--- src/rtl/core/tbb_pkg.sv ---
// Shared types, register indexes and saturation helpers for the box bounds pipeline.
package tbb_pkg;

  localparam int unsigned QW = 32;
  localparam int unsigned CFG_IDX_W = 3;
  localparam int unsigned CFG_DATA_W = 64;
  localparam int unsigned BIAS_W = 31;

  typedef logic signed [QW-1:0]   q_t;
  typedef logic signed [2*QW-1:0] prod_t;
  typedef logic signed [47:0]     wide_t;

  // bounds: [0]=x_min [1]=x_max [2]=y_min [3]=y_max [4]=z_min [5]=z_max
  typedef q_t [5:0] bounds_t;
  // products indexed [out axis][in axis][endpoint: 0=min bound, 1=max bound]
  typedef prod_t [2:0][2:0][1:0] prods_t;
  // coefficients indexed [out axis][in axis]
  typedef q_t [2:0][2:0] coefs_t;
  typedef q_t [2:0][2:0] terms_t;
  typedef q_t [2:0]      trans_t;

  // configuration register indexes
  localparam logic [CFG_IDX_W-1:0] CFG_ROW_X_LO  = 3'd0;
  localparam logic [CFG_IDX_W-1:0] CFG_ROW_X_HI  = 3'd1;
  localparam logic [CFG_IDX_W-1:0] CFG_ROW_Y_LO  = 3'd2;
  localparam logic [CFG_IDX_W-1:0] CFG_ROW_Y_HI  = 3'd3;
  localparam logic [CFG_IDX_W-1:0] CFG_ROW_Z_LO  = 3'd4;
  localparam logic [CFG_IDX_W-1:0] CFG_ROW_Z_HI  = 3'd5;
  localparam logic [CFG_IDX_W-1:0] CFG_FLAT_BIAS = 3'd6;

  // reset values: identity rotation, zero translation, bias of about 0.01
  localparam logic [CFG_DATA_W-1:0] ROW_X_LO_RST = 64'h0000_0000_0001_0000;
  localparam logic [CFG_DATA_W-1:0] ROW_X_HI_RST = 64'h0000_0000_0000_0000;
  localparam logic [CFG_DATA_W-1:0] ROW_Y_LO_RST = 64'h0001_0000_0000_0000;
  localparam logic [CFG_DATA_W-1:0] ROW_Y_HI_RST = 64'h0000_0000_0000_0000;
  localparam logic [CFG_DATA_W-1:0] ROW_Z_LO_RST = 64'h0000_0000_0000_0000;
  localparam logic [CFG_DATA_W-1:0] ROW_Z_HI_RST = 64'h0000_0000_0001_0000;
  localparam logic [BIAS_W-1:0]     BIAS_RST     = 31'd655;

  localparam wide_t WIDE_QMAX = 48'sh0000_7FFF_FFFF;
  localparam wide_t WIDE_QMIN = -48'sh0000_8000_0000;

  function automatic q_t sat_q(input wide_t v);
    q_t r;
    if (v > WIDE_QMAX) begin
      r = q_t'(WIDE_QMAX);
    end else if (v < WIDE_QMIN) begin
      r = q_t'(WIDE_QMIN);
    end else begin
      r = v[QW-1:0];
    end
    return r;
  endfunction

  function automatic wide_t ext_q(input q_t v);
    return wide_t'({{16{v[QW-1]}}, v});
  endfunction

endpackage

--- src/rtl/core/tbb_range.sv ---
// Stage 3: floors and saturates products, keeps the smaller and larger term per pair.
module tbb_range (
  input  logic            clk,
  input  logic            rst,
  input  logic            in_valid,
  output logic            in_ready,
  input  tbb_pkg::prods_t in_prods,
  output logic            out_valid,
  input  logic            out_ready,
  output tbb_pkg::terms_t out_lo,
  output tbb_pkg::terms_t out_hi
);

  tbb_pkg::terms_t lo_next;
  tbb_pkg::terms_t hi_next;
  tbb_pkg::terms_t lo;
  tbb_pkg::terms_t hi;
  logic            valid;

  // floor and saturation are monotonic, so per-term min/max gives the corner extremes
  always_comb begin
    tbb_pkg::q_t t0;
    tbb_pkg::q_t t1;
    for (int a = 0; a < 3; a++) begin
      for (int j = 0; j < 3; j++) begin
        t0 = tbb_pkg::sat_q(tbb_pkg::wide_t'(in_prods[a][j][0] >>> 16));
        t1 = tbb_pkg::sat_q(tbb_pkg::wide_t'(in_prods[a][j][1] >>> 16));
        if ($signed(t0) < $signed(t1)) begin
          lo_next[a][j] = t0;
          hi_next[a][j] = t1;
        end else begin
          lo_next[a][j] = t1;
          hi_next[a][j] = t0;
        end
      end
    end
  end

  assign in_ready = !valid || out_ready;

  always_ff @(posedge clk) begin
    if (rst) begin
      valid <= 1'b0;
    end else if (in_ready) begin
      valid <= in_valid;
    end
  end

  always_ff @(posedge clk) begin
    if (in_valid && in_ready) begin
      lo <= lo_next;
      hi <= hi_next;
    end
  end

  assign out_valid = valid;
  assign out_lo    = lo;
  assign out_hi    = hi;

endmodule

--- config.mk ---
export PLATFORM = sky130hd
export DESIGN_NAME = tbb_range
export DESIGN_NICKNAME = d
export VERILOG_FILES = /design/src/rtl/core/tbb_pkg.sv /design/src/rtl/core/tbb_range.sv
export SDC_FILE = /design/constraint.sdc
export NUM_CORES = 1
export LEC_CHECK = 0
export ABC_CLOCK_PERIOD_IN_PS = 19000
export BUFFER_PORTS_ARGS = -buffer_cell sky130_fd_sc_hd__buf_2
export CAP_MARGIN = 20
export CORE_AREA = 2 2 674 676
export CTS_BUF_LIST = sky130_fd_sc_hd__clkbuf_2
export CTS_CLUSTER_DIAMETER = 60
export CTS_CLUSTER_SIZE = 40
export DETAILED_ROUTE_END_ITERATION = 8
export DIE_AREA = 0 0 676 678
export GPL_ROUTABILITY_DRIVEN = 0
export HOLD_SLACK_MARGIN = 0.1
export PLACE_DENSITY = 0.3
export SYNTH_ARGS = -nofsm -noshare
export SYNTH_HDL_FRONTEND = slang
export SYNTH_SLANG_ARGS = --single-unit
--- constraint.sdc ---
create_clock -name clk -period 19 [get_ports clk]
set_input_delay 0.95 -clock clk [delete_from_list [all_inputs] [get_ports clk]]
set_output_delay 0.95 -clock clk [all_outputs]
set_load 0.05 [all_outputs]
==> run_results.csv <==
group,metric,value,unit
clock_network,clkLatencyLatePin,1.63,ns
sta,setup_viol,0,
sta,finClkSkew,0.141,ns
power_and_ir_drop,pwr_density_cell,73.5,nW/µm²
sta,relSlewSlack,25.1,%
synth,yosys_warnings,0,
flow_run,max-cap-violations,0,
sta,setup_tns,0,ns
synth,yosysMostFrequentCell,"a21oi_1",
synth,ys.flop_type,"edfxtp_1",
synth,syn_nets,4927,
synth,ys_top_cells_by_count,"a21oi_1 (651), edfxtp_1 (576), mux2i_1 (464), inv_1 (312), ha_1 (279)",
synth,post_synth.cell_area_avg,10.7,µm²
clock_network,cts_tree,"built",
setup_path,crit_type,"input port to register",
clock_network,cts_max_level,4,
setup_path,cp_max_fo,40,
route,via_per_inst,3.39,
route,drc,0,
finish,fill_cells,51200,
clock_network,cts_resized,0,
clock_network,post-cts-setup-buffers,0,
setup_path,end_kind,"register",
finish,drive_above_1_share,28.1,%
global_routing,grtUsageTotal,12.9,%
finish,fin_nets,7963,
clock_network,clock_sinks,577,
global_routing,grt_max_degree,124,
floorplan,core,451000,µm²
setup_path,cp_num_buf_inv,6,
global_routing,grt_pass1_wl,402000,µm
route,wl_per_cell,24.6,µm
sta,hold_viol_final,0,
floorplan,initial_core_util,8.30,%
sta,rsz0062_at_grt,"no",
sta,fmax,0.178,GHz
global_routing,grt_pass1_vias,45200,
placed_design,pre_cts_slack,12.22,ns
finish,syn_to_final_growth,87.3,%
route,totalWireLength,311000,µm
route,via_count,43000,
synth,ys_seq_area_share,46.3,%
power_and_ir_drop,p_leak,28.3,nW
setup_path,arrival,7.00,ns
synth,yosys.cell_types.count,68,
floorplan,dieHeight,678,µm
finish,multi_input_area,18400,µm²
synth,synth_edf_count,576,
clock_network,root_buffer,"clkbuf_2",
synth,synth_cells,3492,
floorplan,die_w,676,µm
floorplan,dieArea,458000,µm²
sta,drv_slew,0,
run_status,status,"complete, no violations",
sta,setup_slack,13.38,ns
power_and_ir_drop,vdd_drop_max,0.0000369,V
synth,syn-cell-area,37400,µm²
clock_network,ctsLongestPathBuffers,4,
global_routing,antenna_found_initial,73,
sta,worst-slew-pin-transition,1.12,ns
setup_path,cp_slowest_stage_delay,0.63,ns
setup_path,path_cells,"dlygate4sd3_1 -> buf_2 -> inv_1 -> o31a_2 -> buf_4 -> a21oi_1 -> ha_1 -> a211oi_1 -> o21ai_0 -> a211oi_1 -> o21ai_0 -> o31a_1 -> a31o_2 -> o31ai_4 -> buf_4 -> mux2i_1 -> dlygate4sd3_1",
synth,synthArstFlopShare,0,%
synth,yosys.area.top_type,"edfxtp_1",
floorplan,ios,1734,
global_routing,grt_remaining_overflow,0,
sta,fin_crit,5.62,ns
setup_path,cp.required,20.38,ns
setup_path,cp_top_family,"buffers and inverters",
min_path,hold_class,"input port to register",
setup_path,crit_slowest_cell,"buf_4",
placed_design,dp_hpwl,253000,µm
synth,synth-seq-cells,577,
placed_design,port_buffers,1445,
route,postRouteAntennaNets,0,
route,initialDrtViolationCount,2295,
route,detail_route.first_pass.iterations,5,
floorplan,rows,247,
clock_network,cts_buffers,139,
synth,synth_top_cell_area_share,46.2,%
sta,post-route-period-util,29.6,%
setup_path,startpoint_type,"input port",
clock_network,clk_pin_slew_worst_paths,0.20,ns
synth,synth_area_leaders,"edfxtp_1 (46%), mux2i_1 (12%), ha_1 (9.3%), a21oi_1 (8.7%), inv_1 (3.1%)",
finish,regArea,17300,µm²
[flip-flops by register name (all words and copies together) (netlist names)]
register   cells
out_lo       288
out_hi       288
out_valid      1
[report_power, final]
part	leakage, nW	internal, W	switching, W
combinational	21.8	0.000775	0.00145
clock	1.13	0.000463	0.000801
sequential	5.42	0.00159	0.0000801
total	28.3	0.00283	0.00233
[final timing paths]
kind	startpoint	slack, ns	depth (start not counted)	end
setup / recovery	in_prods[895]	13.38	17	out_hi[200]$_DFFE_PP_
hold / removal	in_prods[340]	0.45	4	out_lo[68]$_DFFE_PP_
setup reg to reg	out_valid$_SDFFE_PP0N_	15.14	6	out_hi[76]$_DFFE_PP_
hold reg to reg	out_valid$_SDFFE_PP0N_	1.04	3	out_lo[241]$_DFFE_PP_
[cell usage in the layout (no fill, tap or decap), drive strengths merged, types with 20 or more instances in the layout]
cell,n
a211oi,53
a21o,75
a21oi,652
a221oi,115
buf,1535
clkbuf,154
clkinv,32
diode,42
dlygate4sd3,1591
edfxtp,576
ha,279
inv,350
mux2i,464
nand2,54
nand4,119
nor2,113
nor3,38
nor4,55
o21ai,83
o22ai,66
o41ai,20
[cell families (layout without fill, tap and decap cells)]
kind of cell               count (synthesis)  count (layout)  synth area share [%]
buffers and inverters                    543            3688                  5.94
and+or+nand+nor                          443             443                  6.22
muxes                                    481             481                  12.9
DFF                                      577             577                  46.3
adders and majority gates                279             279                  9.32
AOI/OAI and AO/OA                       1168            1168                  19.3
other                                      0              42                     0
xor gates and xnor gates                   1               1                0.0435
[layout make-up]
class / instances / area share (%)
tap: 5976 / 10.7
inverter: 312 / 1.67
clock buffer: 154 / 1.10
sequential: 577 / 24.7
clock inverter: 96 / 1.48
multi-input combinational: 2372 / 26.2
timing repair buffer: 3126 / 34.1
antenna: 42 / 0.150
[through the flow]
stage | util (%) | hold slack [ns] | total power (W) | instance area, µm² | std cells
floorplan | - | 1.02 | 0.00277 | 37400 | 3492
global placement | 11.6 | 0.509 | 0.00359 | 52200 | 10800
detailed placement | 11.6 | 0.526 | 0.00358 | 52200 | 10800
CTS | 15.5 | 0.100 | 0.00531 | 70000 | 12600
global route | 15.5 | 0.220 | 0.00546 | 70100 | 12600
finish | 15.5 | 0.446 | 0.00516 | 70100 | 12700
[per-layer routing]
metal	wire, µm	part of all wire, %	up-vias	global-route usage, %
li1	-	-	19800	-
met1	117000	38	21200	13.9
met2	145000	47	1553	21.8
met3	33100	11	396	5.86
met4	15700	5.0	10	5.62
met5	70	0.023	-	0
[worst min-delay path, delay by kind of cell]
| kind | cells | cell delay, ns |
|---|---|---|
| AOI/OAI and AO/OA | 1 | 0.09 |
| buffers and inverters | 2 | 0.66 |
| muxes | 1 | 0.28 |
[timing repair]
| action | in CTS | in global routing |
|---|---|---|
| hold buffers | 1592 | 0 |
| endpoints found under the hold margin | 673 | 0 |
| setup endpoints to repair | 0 | 0 |
No activity file was read; power rests on OpenSTA's default activity.
