===== src/rtl/core/tbb_pkg.sv =====
// Shared types, register indexes and saturation helpers for the box bounds pipeline.
package tbb_pkg;

  localparam int unsigned QW = 32;
  localparam int unsigned CFG_IDX_W = 3;
  localparam int unsigned CFG_DATA_W = 64;
  localparam int unsigned BIAS_W = 31;

  typedef logic signed [QW-1:0]   q_t;
  typedef logic signed [2*QW-1:0] prod_t;
  typedef logic signed [47:0]     wide_t;

  // bounds: [0]=x_min [1]=x_max [2]=y_min [3]=y_max [4]=z_min [5]=z_max
  typedef q_t [5:0] bounds_t;
  // products indexed [out axis][in axis][endpoint: 0=min bound, 1=max bound]
  typedef prod_t [2:0][2:0][1:0] prods_t;
  // coefficients indexed [out axis][in axis]
  typedef q_t [2:0][2:0] coefs_t;
  typedef q_t [2:0][2:0] terms_t;
  typedef q_t [2:0]      trans_t;

  // configuration register indexes
  localparam logic [CFG_IDX_W-1:0] CFG_ROW_X_LO  = 3'd0;
  localparam logic [CFG_IDX_W-1:0] CFG_ROW_X_HI  = 3'd1;
  localparam logic [CFG_IDX_W-1:0] CFG_ROW_Y_LO  = 3'd2;
  localparam logic [CFG_IDX_W-1:0] CFG_ROW_Y_HI  = 3'd3;
  localparam logic [CFG_IDX_W-1:0] CFG_ROW_Z_LO  = 3'd4;
  localparam logic [CFG_IDX_W-1:0] CFG_ROW_Z_HI  = 3'd5;
  localparam logic [CFG_IDX_W-1:0] CFG_FLAT_BIAS = 3'd6;

  // reset values: identity rotation, zero translation, bias of about 0.01
  localparam logic [CFG_DATA_W-1:0] ROW_X_LO_RST = 64'h0000_0000_0001_0000;
  localparam logic [CFG_DATA_W-1:0] ROW_X_HI_RST = 64'h0000_0000_0000_0000;
  localparam logic [CFG_DATA_W-1:0] ROW_Y_LO_RST = 64'h0001_0000_0000_0000;
  localparam logic [CFG_DATA_W-1:0] ROW_Y_HI_RST = 64'h0000_0000_0000_0000;
  localparam logic [CFG_DATA_W-1:0] ROW_Z_LO_RST = 64'h0000_0000_0000_0000;
  localparam logic [CFG_DATA_W-1:0] ROW_Z_HI_RST = 64'h0000_0000_0001_0000;
  localparam logic [BIAS_W-1:0]     BIAS_RST     = 31'd655;

  localparam wide_t WIDE_QMAX = 48'sh0000_7FFF_FFFF;
  localparam wide_t WIDE_QMIN = -48'sh0000_8000_0000;

  function automatic q_t sat_q(input wide_t v);
    q_t r;
    if (v > WIDE_QMAX) begin
      r = q_t'(WIDE_QMAX);
    end else if (v < WIDE_QMIN) begin
      r = q_t'(WIDE_QMIN);
    end else begin
      r = v[QW-1:0];
    end
    return r;
  endfunction

  function automatic wide_t ext_q(input q_t v);
    return wide_t'({{16{v[QW-1]}}, v});
  endfunction

endpackage


===== src/rtl/core/tbb_sum.sv =====
// Stage 4: adds terms and translation per axis, saturates, holds the result beat.
module tbb_sum (
  input  logic             clk,
  input  logic             rst,
  input  logic             in_valid,
  output logic             in_ready,
  input  tbb_pkg::terms_t  in_lo,
  input  tbb_pkg::terms_t  in_hi,
  input  tbb_pkg::trans_t  trans,
  output logic             out_valid,
  input  logic             out_ready,
  output tbb_pkg::bounds_t out_bounds
);

  tbb_pkg::bounds_t bounds_next;
  tbb_pkg::bounds_t bounds;
  logic             valid;

  always_comb begin
    tbb_pkg::wide_t s_lo;
    tbb_pkg::wide_t s_hi;
    for (int a = 0; a < 3; a++) begin
      s_lo = tbb_pkg::ext_q(in_lo[a][0]) + tbb_pkg::ext_q(in_lo[a][1])
           + tbb_pkg::ext_q(in_lo[a][2]) + tbb_pkg::ext_q(trans[a]);
      s_hi = tbb_pkg::ext_q(in_hi[a][0]) + tbb_pkg::ext_q(in_hi[a][1])
           + tbb_pkg::ext_q(in_hi[a][2]) + tbb_pkg::ext_q(trans[a]);
      bounds_next[2*a]   = tbb_pkg::sat_q(s_lo);
      bounds_next[2*a+1] = tbb_pkg::sat_q(s_hi);
    end
  end

  assign in_ready = !valid || out_ready;

  always_ff @(posedge clk) begin
    if (rst) begin
      valid <= 1'b0;
    end else if (in_ready) begin
      valid <= in_valid;
    end
  end

  always_ff @(posedge clk) begin
    if (in_valid && in_ready) begin
      bounds <= bounds_next;
    end
  end

  assign out_valid  = valid;
  assign out_bounds = bounds;

endmodule

===== config.mk =====
export PLATFORM = sky130hd
export DESIGN_NAME = tbb_sum
export DESIGN_NICKNAME = d
export VERILOG_FILES = /design/src/rtl/core/tbb_pkg.sv /design/src/rtl/core/tbb_sum.sv
export SDC_FILE = /design/constraint.sdc
export NUM_CORES = 1
export LEC_CHECK = 0
export ABC_AREA = 1
export ABC_CLOCK_PERIOD_IN_PS = 24600
export CORE_ASPECT_RATIO = 0.7
export CORE_UTILIZATION = 30
export CTS_CLUSTER_DIAMETER = 200
export DETAILED_ROUTE_END_ITERATION = 8
export DONT_BUFFER_PORTS = 1
export SYNTH_ARGS = -nofsm -noshare
export SYNTH_HDL_FRONTEND = slang
export SYNTH_SLANG_ARGS = --single-unit

===== constraint.sdc =====
create_clock -name clk -period 24.6 [get_ports clk]
set_input_delay 2.46 -clock clk [delete_from_list [all_inputs] [get_ports clk]]
set_output_delay 2.46 -clock clk [all_outputs]
set_load 0.02 [all_outputs]

==> metrics.md, run 1 <==
| Metric | Value |
|---|---|
| CP required | 24.83 ns |
| Commonest non-fill, non-tap cells in the layout | inv_1, nand2_1, fa_1, nor2_1, ha_1 |
| Max Root-Sink Buffers | 2 |
| CTS tree | done |
| Worst-skew pair later-pin latency | 0.54 ns |
| DR WL/cell | 19.4 µm |
| Post-DP HPWL | 106 mm |
| Total GRT Usage | 0.213 |
| Place WS | 18.06 ns |
| Worst Setup End Kind | flip-flop |
| Max VDD drop | 98.1 µV |
| Arrival time worst endpoint | 6.27 ns |
| R2r startpoint | out_valid$_SDFFE_PP0N_ |
| Period utilisation layout | 0.245 |
| Total die area | 0.110 mm² |
| Metal3 WL | 10.4 mm |
| Sequential fraction of the synthesis area | 0.178 |
| Pin count of the biggest net entering global routing | 65 |
| Die height | 278 µm |
| Port bufs | 0 |
| Final setup margin | 18.57 ns |
| First-pass GRT wire length | 171 mm |
| Final Hold Vio Count | 0 |
| Starting density of the core | 0.305 |
| Max_slew headroom | 0.318 |
| Synthesis-to-layout area growth | 6.48% |
| Root Buffer | clkbuf_16 |
| R2r endpoint | out_bounds[122]$_SDFFCE_PN1P_ |
| # setup viols final | 0 |
| Setup TNS | 0 ns |
| HP Class | reg2reg |
| Vias in the first global route | 27124 |
| H-tree depth reported by CTS | 4 |
| Post-CTS Setup Inserts | 0 |
| Vias per cell | 4.54 |
| # hold bufs at CTS | 0 |
| Syn_nets | 5944 |
| Max_cap viols | 0 |
| Placed insts | 6069 |
| Worst reg-to-reg setup slack | 21.51 ns |
| Max Used Layer | met5 |
| WS Path Type | in2reg |
| Clock sinks | 193 |
| Worst Setup EP | out_bounds[126]$_SDFFCE_PN1P_ |
| Synthesized flop and latch total | 193 |
| Post-synth EDFFs | 192 |
| Mapped Cells | 4674 |
| Initial DRC Count | 2133 |
| Met2 wire length | 52.2 mm |
| Fin crit period | 6.03 ns |
| Synth Area per Inst | 6.97 µm² |
| Slew Limit Fails | 0 |
| CTS Buf Count | 17 |
| Clk pin slew, worst setup/hold paths | 0.09 ns |
| Highest Clock Rate | 166 MHz |
| Post-Layout Cell Count | 6103 |
| Setup crit start kind | input port |
| Die Width | 396 µm |
| First-pass DRT Iterations | 5 |
| Layout Nets | 5930 |
| Post-CTS sizing | 0 |
| Total via count in the routed design | 27702 |
| Core ar. | 0.107 mm² |
| Yosys warnings | 0 |
| Outcome | finished, final reports clean |
| Synth async-reset ratio | 0 |
| Skew final | 0.0135 ns |
| Worst reg2reg path depth | 3 |
| # DRC | 0 |
| Wire length on met1 | 53.8 mm |
| Gp weighted congestion | 0.959 |
| Antenna violations before repair | 2 |
| PD cells | 106 mW/mm² |
| Share of cells above drive strength 1 | 0.0235 |
| Worst setup path start | in_hi[97] |
| Synthesized cell area | 0.0326 mm² |
| Ports | 870 |
| RSZ-0062 raised after global routing | no |
| Netlist cell types | 38 |
| Final WL | 119 mm |
| Grt ovf | 0 |
| Ys flop type | edfxtp_1 |
| Core Rows | 100 |
| Crit Path Max Fanout | 31 |
| Post-DRT Antenna Nets | 0 |
| Worst slew pin tran | 1.02 ns |
| Leak | 20.3 nW |
state kept, by name, indices dropped and copies added (netlist names):
| signal | count |
|---|---|
| out_bounds | 192 |
| out_valid | 1 |
Yosys cell counts, types with 15 or more instances:
cell      number  area (µm²)
ha_1         204        2550
nand2_2       35         219
inv_1       1500        5630
xnor2_1       43         377
a21oi_1      160         801
xor2_1        96         841
buf_6         30         338
nor2_1       229         860
nor3_1        31         155
nand4_1       26         163
fa_1         390        7810
nand2_1     1500        5630
edfxtp_1     192        5770
nand3_1      116         581
a31oi_1       15        93.8
critical path: stages:
cell	delay, ns
inv_1	0.03
fa_1	0.55
fa_1	0.53
inv_1	0.05
ha_1	0.29
fa_1	0.43
nand2_1	0.09
nand3_1	0.12
nand3_1	0.10
nand2_1	0.12
nand2_1	0.10
nand2_2	0.09
nand2_1	0.09
nand2_1	0.05
nand2_1	0.05
nand2_1	0.06
nor2_1	0.10
nand2_1	0.06
nand2_1	0.74
nand2_1	0.15
where the power goes:
part / internal, mW / leakage, nW / total [mW] / switching, mW
Sequential: 0.665 / 1.84 / 1.02 / 0.351
Combinational: 0.759 / 18.2 / 2.33 / 1.57
Clock: 0.148 / 0.323 / 0.343 / 0.195
layout make-up:
cell class / instances / area, µm²
Multi-Input combinational cell: 2934 / 20800
Clock inverter: 15 / 243
Inverter: 1511 / 5670
Timing Repair Buffer: 3 / 22.5
Tap cell: 1428 / 1790
Clock buffer: 17 / 425
Fill cell: 11708 / 72300
Antenna cell: 2 / 5.00
Sequential cell: 193 / 5790
logic make-up after synthesis:
group	share of synthesized area
AOI/OAI and AO/OA	0.0347
xor gates and xnor gates	0.0374
and+or+nand+nor	0.247
adders and majority gates	0.318
buffers and inverters	0.186
DFF	0.178
per-layer routing:
| layer | global-route usage | vias to the layer above |
|---|---|---|
| met2 | 0.325 | 997 |
| met3 | 0.0633 | 100 |
| met4 | 0.0478 | 6 |
| met5 | 0 | - |
| met1 | 0.295 | 13198 |
| li1 | - | 13401 |
metrics by stage:
stage	power, mW	hold WS, ns	area (µm²)	utilization
3_5_place_dp	3.33	0.778	34000	0.318
3_3_place_gp	3.33	0.770	34000	0.318
4_1_cts	3.69	0.791	34700	0.324
6_report	3.69	0.786	34700	0.324
5_1_grt	4.03	0.806	34700	0.324
2_1_floorplan	2.69	0.705	32600	-
how the worst min path moves through the flow:
| stage | startpoint | to | slack [ns] | cells after the start |
|---|---|---|---|---|
| 6_report | out_valid$_SDFFE_PP0N_ | out_valid$_SDFFE_PP0N_ | 0.79 | 2 |
| 5_1_grt | out_valid$_SDFFE_PP0N_ | out_valid$_SDFFE_PP0N_ | 0.81 | 2 |
| 4_1_cts | out_valid$_SDFFE_PP0N_ | out_valid$_SDFFE_PP0N_ | 0.79 | 2 |
| 3_5_place_dp | out_valid$_SDFFE_PP0N_ | out_valid$_SDFFE_PP0N_ | 0.78 | 2 |
| 3_3_place_gp | out_valid$_SDFFE_PP0N_ | out_valid$_SDFFE_PP0N_ | 0.77 | 2 |
| 2_1_floorplan | out_valid$_SDFFE_PP0N_ | out_valid$_SDFFE_PP0N_ | 0.71 | 2 |
Note: power is estimated with default switching activity, not from simulation.
==> inputs of run 2 (changes only) <==
--- a/config.mk
+++ b/config.mk
@@ -5,12 +5,12 @@
 export SDC_FILE = /design/constraint.sdc
 export NUM_CORES = 1
 export LEC_CHECK = 0
-export ABC_AREA = 1
-export ABC_CLOCK_PERIOD_IN_PS = 24600
-export CORE_ASPECT_RATIO = 0.7
-export CORE_UTILIZATION = 30
+export ABC_AREA = 0
+export ABC_CLOCK_PERIOD_IN_PS = 5100
+export CORE_AREA = 2 2 335 337
 export CTS_CLUSTER_DIAMETER = 200
 export DETAILED_ROUTE_END_ITERATION = 8
+export DIE_AREA = 0 0 337 339
 export DONT_BUFFER_PORTS = 1
 export SYNTH_ARGS = -nofsm -noshare
 export SYNTH_HDL_FRONTEND = slang
==> constraint.sdc (replaced) <==
create_clock -name clk -period 5.1 [get_ports clk]
set_input_delay 0.51 -clock clk [delete_from_list [all_inputs] [get_ports clk]]
set_output_delay 0.51 -clock clk [all_outputs]
set_load 0.02 [all_outputs]
==> metrics.md, run 2 <==
| Metric | Value |
|---|---|
| Outcome | finished, final reports clean (unchanged) |
| Synthesized flop and latch total | 193 (unchanged) |
| PD cells | 519 mW/mm² (was 106 mW/mm²) |
| Post-CTS Setup Inserts | 0 (unchanged) |
| Leak | 15.8 nW (was 20.3 nW) |
| Syn_nets | 4624 (was 5944) |
| Die height | 339 µm (was 278 µm) |
| RSZ-0062 raised after global routing | no (unchanged) |
| Post-DRT Antenna Nets | 0 (unchanged) |
| Final setup margin | 0.395 ns (was 18.57 ns) |
| Max Root-Sink Buffers | 2 (unchanged) |
| Final Cell Area | 0.0320 mm² (was 0.0347 mm²) |
| Metal3 WL | 7.41 mm (was 10.4 mm) |
| First-pass GRT wire length | 152 mm (was 171 mm) |
| Core ar. | 0.110 mm² (was 0.107 mm²) |
| Max_slew headroom | 0.239 (was 0.318) |
| Max VDD drop | 258 µV (was 98.1 µV) |
| Mapped Cells | 3354 (was 4674) |
| Max Used Layer | met4 (was met5) |
| Final WL | 105 mm (was 119 mm) |
| Highest Clock Rate | 213 MHz |
| Crit-path cells | inv_1, fa_1, fa_1, inv_1, ha_1, fa_1, and3_1, o21ai_0, a31oi_1, o211ai_1, a21oi_1, a31oi_1, xor2_1, o31ai_4, a31o_2 (was inv_1, fa_1, fa_1, inv_1, ha_1, fa_1, nand2_1, nand3_1, nand3_1, nand2_1, nand2_1, nand2_2, nand2_1, nand2_1, nand2_1, nand2_1, nor2_1, nand2_1, nand2_1, nand2_1) |
| Initial DRC Count | 1680 (was 2133) |
| Synth Area per Inst | 8.75 µm² (was 6.97 µm²) |
| Starting density of the core | 0.266 (was 0.305) |
| CTS tree | done (unchanged) |
| Commonest non-fill, non-tap cell in the layout | inv_1 |
| Critical path's top delay family | compound AO/OA/AOI/OAI gates (was simple AND/OR/NAND/NOR gates) |
| Crit-path max cell delay | 0.97 ns (was 0.74 ns) |
| Vias in the first global route | 23450 (was 27124) |
| Max reg flops | 192 (unchanged) |
| Fillers | 11709 (was 11708) |
| HP Class | in2reg (was reg2reg) |
| Synthesis-to-layout area growth | 9.11% (was 6.48%) |
| Antenna violations before repair | 5 (was 2) |
| # DRC | 0 (unchanged) |
| Post-synth EDFFs | 192 (unchanged) |
| Ports | 870 (unchanged) |
| Hold Slack | 0.0625 ns (was 0.786 ns) |
| Ys flop type | edfxtp_1 (unchanged) |
| Setup TNS | 0 ns (unchanged) |
| Period utilisation layout | 0.922 |
| Clock sinks | 193 (unchanged) |
| Arrival time worst endpoint | 5.08 ns (was 6.27 ns) |
| Total GRT Usage | 0.182 (was 0.213) |
| WS Path Type | in2reg (unchanged) |
| Worst path bufs/invs | 2 (unchanged) |
| Sequential fraction of the synthesis area | 0.197 (was 0.178) |
| Yosys top cell area share | 0.266 (was 0.240) |
| Area leader, netlist | fa_1 (unchanged) |
| Share of cells above drive strength 1 | 0.0340 (was 0.0235) |
| Yosys warnings | 0 (unchanged) |
| Die Width | 337 µm (was 396 µm) |
| Root Buffer | clkbuf_16 (unchanged) |
| # setup viols final | 0 (unchanged) |
| Worst Setup End Kind | flip-flop (unchanged) |
| Most instantiated cells after synthesis | inv_1, fa_1, a21oi_1 (was inv_1, nand2_1, fa_1) |
| Skew final | 0.0172 ns (was 0.0135 ns) |
| Place WS | -0.0459 ns (was 18.06 ns) |
| DR WL/cell | 21.7 µm (was 19.4 µm) |
| H-tree depth reported by CTS | 4 (unchanged) |
| Synth async-reset ratio | 0 (unchanged) |
| Pin count of the biggest net entering global routing | 89 (was 65) |
| Met2 wire length | 51.4 mm (was 52.2 mm) |
| Vias per cell | 4.74 (was 4.54) |
| CP required | 5.47 ns (was 24.83 ns) |
| Fin crit period | 4.70 ns |
| Port bufs | 0 (unchanged) |
| Worst-skew pair later-pin latency | 0.52 ns (was 0.54 ns) |
| Netlist cell types | 77 (was 38) |
| Post-CTS sizing | 0 (unchanged) |
| Grt ovf | 0 (unchanged) |
| Clk pin slew, worst setup/hold paths | 0.07 ns (was 0.09 ns) |
| Commonest non-fill, non-tap cells in the layout | inv_1, fa_1, a21oi_1, ha_1, edfxtp_1 (was inv_1, nand2_1, fa_1, nor2_1, ha_1) |
| Total via count in the routed design | 22989 (was 27702) |
| First-pass DRT Iterations | 5 (unchanged) |
| Core Rows | 122 (was 100) |
| Slew Limit Fails | 0 (unchanged) |
| Slowest-stage cell, CP | o31ai_4 (was nand2_1) |
| Power Total | 16.6 mW (was 3.69 mW) |
| Wire length on met1 | 42.5 mm (was 53.8 mm) |
| Total die area | 0.114 mm² (was 0.110 mm²) |
| Post-DP HPWL | 94.6 mm (was 106 mm) |
| Max_cap viols | 0 (unchanged) |
| Worst slew pin tran | 1.14 ns (was 1.02 ns) |
| Area contributors post-synth | fa_1, edfxtp_1, inv_1, ha_1, a21o_1 (was fa_1, edfxtp_1, inv_1, nand2_1, ha_1) |
| Layout Nets | 4610 (was 5930) |
| Crit Path Max Fanout | 31 (unchanged) |
| Top-count cell post-synth | inv_1 |
| CTS Buf Count | 17 (unchanged) |
| Critical Path Most Common Cell | fa_1 (was nand2_1) |
| Synthesized cell area | 0.0294 mm² (was 0.0326 mm²) |
| Gp weighted congestion | 0.929 (was 0.959) |
| # hold bufs at CTS | 0 (unchanged) |
| Placed cell area | 0.0314 mm² (was 0.0340 mm²) |
| Setup crit start kind | input port (unchanged) |
| Final Hold Vio Count | 0 (unchanged) |
[run 2: power breakdown]
part           switching, mW  internal [mW]  total (mW)
Clock                  0.716          0.719        1.43
Combinational           6.21           4.25        10.5
Sequential              1.67           3.06        4.73
[run 2: final timing paths]
kind / cells past startpoint / slack [ns] / start / to
setup / recovery: 15 / 0.40 / in_lo[97] / out_bounds[69]$_SDFFCE_PN1P_
hold / removal: 1 / 0.06 / rst / out_valid$_SDFFE_PP0N_
setup reg to reg: 3 / 3.07 / out_valid$_SDFFE_PP0N_ / out_bounds[4]$_SDFFCE_PN1P_
hold reg to reg: 2 / 0.78 / out_valid$_SDFFE_PP0N_ / out_valid$_SDFFE_PP0N_
[run 2: worst reg2reg max path, cell delays in order, from the launching register on]
cell and delay [ns]:
dfxtp_1 0.38, nand2b_1 0.26, and2_4 0.45, buf_12 0.37
[run 2: cells by family (layout without fill, tap and decap cells)]
logic type                 after synthesis  count (layout)  synth area share
other                                    0               5                 0
AOI/OAI and AO/OA                      822             822             0.181
DFF                                    193             193             0.197
buffers and inverters                 1140            1138             0.148
muxes                                    2               2          0.000682
adders and majority gates              594             594             0.353
xor gates and xnor gates               171             171            0.0510
and+or+nand+nor                        432             432            0.0696
[run 2: area by class of cell]
type	instances	area, µm²	area share
diodes	5	12.5	0.000391
clock buffers	18	429	0.0134
multi-input cells	2021	19300	0.602
inverters	1055	3960	0.124
well taps	1488	1860	0.0581
clock inverters	13	138	0.00430
repair buffers	52	553	0.0173
flip-flops and latches	193	5790	0.181
[run 2: per-stage QoR]
stage | cells | utilization
2_1_floorplan | 3354 | -
3_3_place_gp | 4809 | 0.285
3_5_place_dp | 4809 | 0.285
4_1_cts | 4840 | 0.290
5_1_grt | 4845 | 0.290
6_report | 4845 | 0.290
[run 2: metal layers]
| layer | vias up | GRT usage |
|---|---|---|
| li1 | 10671 | - |
| met1 | 11264 | 0.219 |
| met2 | 947 | 0.310 |
| met3 | 107 | 0.0450 |
| met4 | 0 | 0.0705 |
| met5 | - | 0 |
==> inputs of run 3 (changes only) <==
--- a/config.mk
+++ b/config.mk
@@ -5,12 +5,12 @@
 export SDC_FILE = /design/constraint.sdc
 export NUM_CORES = 1
 export LEC_CHECK = 0
-export ABC_AREA = 0
+export ABC_AREA = 1
 export ABC_CLOCK_PERIOD_IN_PS = 5100
-export CORE_AREA = 2 2 335 337
+export CORE_AREA = 2 2 343 345
 export CTS_CLUSTER_DIAMETER = 200
 export DETAILED_ROUTE_END_ITERATION = 8
-export DIE_AREA = 0 0 337 339
+export DIE_AREA = 0 0 345 347
 export DONT_BUFFER_PORTS = 1
 export SYNTH_ARGS = -nofsm -noshare
 export SYNTH_HDL_FRONTEND = slang
==> metrics.md, run 3 (synthesis results as in run 1) <==
| Metric | Value |
|---|---|
| Worst slew pin tran | 0.753 ns (was 1.14 ns) |
| Grt ovf | 0 (unchanged) |
| Max VDD drop | 313 µV (was 258 µV) |
| Slew Limit Fails | 0 (unchanged) |
| Core ar. | 0.116 mm² (was 0.110 mm²) |
| Arrival time worst endpoint | 4.25 ns (was 5.08 ns) |
| Leak | 20.3 nW (was 15.8 nW) |
| Fillers | 12709 (was 11709) |
| Max_slew headroom | 0.496 (was 0.239) |
| Hold Slack | 0.200 ns (was 0.0625 ns) |
| Skew final | 0.0177 ns (was 0.0172 ns) |
| Worst-skew pair later-pin latency | 0.54 ns (was 0.52 ns) |
| Post-CTS Setup Inserts | 0 (unchanged) |
| Crit-path cells | inv_1, fa_1, fa_1, inv_1, ha_1, fa_1, nand2_1, nand2_1, nand3b_1, nand2_1, nand2_1, nand2_1, nand2_1, nand2_1, nand2_1, nand2_1, nor2_1, nand2_1, nand2_2, nand2_1 (was inv_1, fa_1, fa_1, inv_1, ha_1, fa_1, and3_1, o21ai_0, a31oi_1, o211ai_1, a21oi_1, a31oi_1, xor2_1, o31ai_4, a31o_2) |
| Setup TNS | 0 ns (unchanged) |
| Reg area | 0.00579 mm² (unchanged) |
| Ports | 870 (unchanged) |
| # setup viols final | 0 (unchanged) |
| Place WS | 0.594 ns (was -0.0459 ns) |
| Critical Path Most Common Cell | nand2_1 (was fa_1) |
| Crit Path Max Fanout | 31 (unchanged) |
| Hold Path Sink | out_valid$_SDFFE_PP0N_ (unchanged) |
| Antenna violations before repair | 2 (was 5) |
| Final setup margin | 1.10 ns (was 0.395 ns) |
| Pin count of the biggest net entering global routing | 104 (was 89) |
| Post-CTS sizing | 0 (unchanged) |
| R2r startpoint | out_valid$_SDFFE_PP0N_ (unchanged) |
| HP Class | in2reg (unchanged) |
| Max Root-Sink Buffers | 2 (unchanged) |
| # hold bufs at CTS | 1 (was 0) |
| Total GRT Usage | 0.194 (was 0.182) |
| Crit-path max cell delay | 0.56 ns (was 0.97 ns) |
| Root Buffer | clkbuf_16 (unchanged) |
| Initial DRC Count | 2090 (was 1680) |
| Max_cap viols | 0 (unchanged) |
| Outcome | finished, final reports clean (unchanged) |
| Core Rows | 125 (was 122) |
| Max reg flops | 192 (unchanged) |
| Synthesis-to-layout area growth | 6.90% (was 9.11%) |
| Final Hold Vio Count | 0 (unchanged) |
| Vias per cell | 4.44 (was 4.74) |
| Worst reg-to-reg setup slack | 3.34 ns (was 3.07 ns) |
| RSZ-0062 raised after global routing | no (unchanged) |
| CTS Buf Count | 17 (unchanged) |
| First-pass GRT wire length | 172 mm (was 152 mm) |
| Final WL | 118 mm (was 105 mm) |
| Port bufs | 0 (unchanged) |
| Clk pin slew, worst setup/hold paths | 0.08 ns (was 0.07 ns) |
| HP Start | in_valid (was rst) |
| Post-DRT Antenna Nets | 0 (unchanged) |
| Setup crit start kind | input port (unchanged) |
| Die Width | 345 µm (was 337 µm) |
| Clock sinks | 193 (unchanged) |
| DR WL/cell | 19.0 µm (was 21.7 µm) |
| Layout Nets | 5935 (was 4610) |
| Total via count in the routed design | 27568 (was 22989) |
| R2r endpoint | out_bounds[158]$_SDFFCE_PN1P_ (was out_bounds[4]$_SDFFCE_PN1P_) |
| Gp weighted congestion | 0.982 (was 0.929) |
| Area of the multi-input gates | 0.0208 mm² (was 0.0193 mm²) |
| Worst Setup End Kind | flip-flop (unchanged) |
| CTS tree | done (unchanged) |
| Commonest non-fill, non-tap cells in the layout | inv_1, nand2_1, fa_1, nor2_1, ha_1 (was inv_1, fa_1, a21oi_1, ha_1, edfxtp_1) |
| Worst reg2reg path depth | 2 (was 3) |
| Die height | 347 µm (was 339 µm) |
| PD cells | 507 mW/mm² (was 519 mW/mm²) |
| Vias in the first global route | 27861 (was 23450) |
| H-tree depth reported by CTS | 4 (unchanged) |
| Post-DP HPWL | 105 mm (was 94.6 mm) |
| Total die area | 0.120 mm² (was 0.114 mm²) |
| Starting density of the core | 0.282 (was 0.266) |
| Fin crit period | 4.00 ns (was 4.70 ns) |
| Slowest-stage cell, CP | nand2_2 (was o31ai_4) |
| Period utilisation layout | 0.783 (was 0.922) |
| Hold Path Depth | 2 (was 1) |
| CP required | 5.35 ns (was 5.47 ns) |
| # DRC | 0 (unchanged) |
| Highest Clock Rate | 250 MHz (was 213 MHz) |
| WS Path Type | in2reg (unchanged) |
| Share of cells above drive strength 1 | 0.0244 (was 0.0340) |
| First-pass DRT Iterations | 6 (was 5) |
==> run 3: routing by layer <==
metal,GRT usage,part of all wire,up-vias
li1,-,-,13421
met1,0.243,0.43,13090
met2,0.331,0.48,951
met3,0.0430,0.064,106
met4,0.0603,0.029,0
met5,0,0,-
==> run 3: critical path, delay by kind of cell <==
family                   cells  cell delay (ns)
AND/OR/NAND/NOR             14             1.83
buffers and inverters        2             0.08
adder cells (fa/ha/maj)      4             1.84
==> run 3: report_power, final <==
part | internal, mW | switching [mW]
Sequential | 3.21 | 1.68
Combinational | 3.68 | 7.54
Clock | 0.710 | 0.859
Total | 7.60 | 10.1
==> run 3: final cells by class <==
class | count | share of cell area
Sequential cell | 193 | 0.166
Clock inverter | 15 | 0.00557
Antenna cell | 2 | 0.000144
Inverter | 1511 | 0.163
Multi-Input combinational cell | 2934 | 0.596
Clock buffer | 17 | 0.0122
Timing Repair Buffer | 8 | 0.00251
Tap cell | 1524 | 0.0547
==> run 3: worst max-delay path by stage <==
stage / endpoint / from / slack (ns) / cells after the start
3_3_place_gp: out_bounds[64]$_SDFFCE_PN1P_ / in_lo[97] / 0.68 / 20
2_1_floorplan: out_bounds[0]$_SDFFCE_PN1P_ / out_ready / 0.86 / 2
3_5_place_dp: out_bounds[76]$_SDFFCE_PN1P_ / in_lo[97] / 0.59 / 20
5_1_grt: out_bounds[70]$_SDFFCE_PN1P_ / in_lo[97] / 0.89 / 20
4_1_cts: out_bounds[76]$_SDFFCE_PN1P_ / in_lo[97] / 1.18 / 20
6_report: out_bounds[64]$_SDFFCE_PN1P_ / in_lo[97] / 1.10 / 20
==> run 3: metrics by stage <==
| step | cell area, µm² | util | total power [mW] | instances |
|---|---|---|---|---|
| final | 34800 | 0.301 | 17.7 | 6204 |
| after global routing | 34800 | 0.301 | 19.4 | 6204 |
| after CTS | 34800 | 0.301 | 17.8 | 6202 |
| after detailed placement | 34200 | 0.296 | 16.1 | 6169 |
| after global placement | 34200 | 0.296 | 16.1 | 6169 |
| after floorplan | 32600 | - | 13.0 | 4674 |
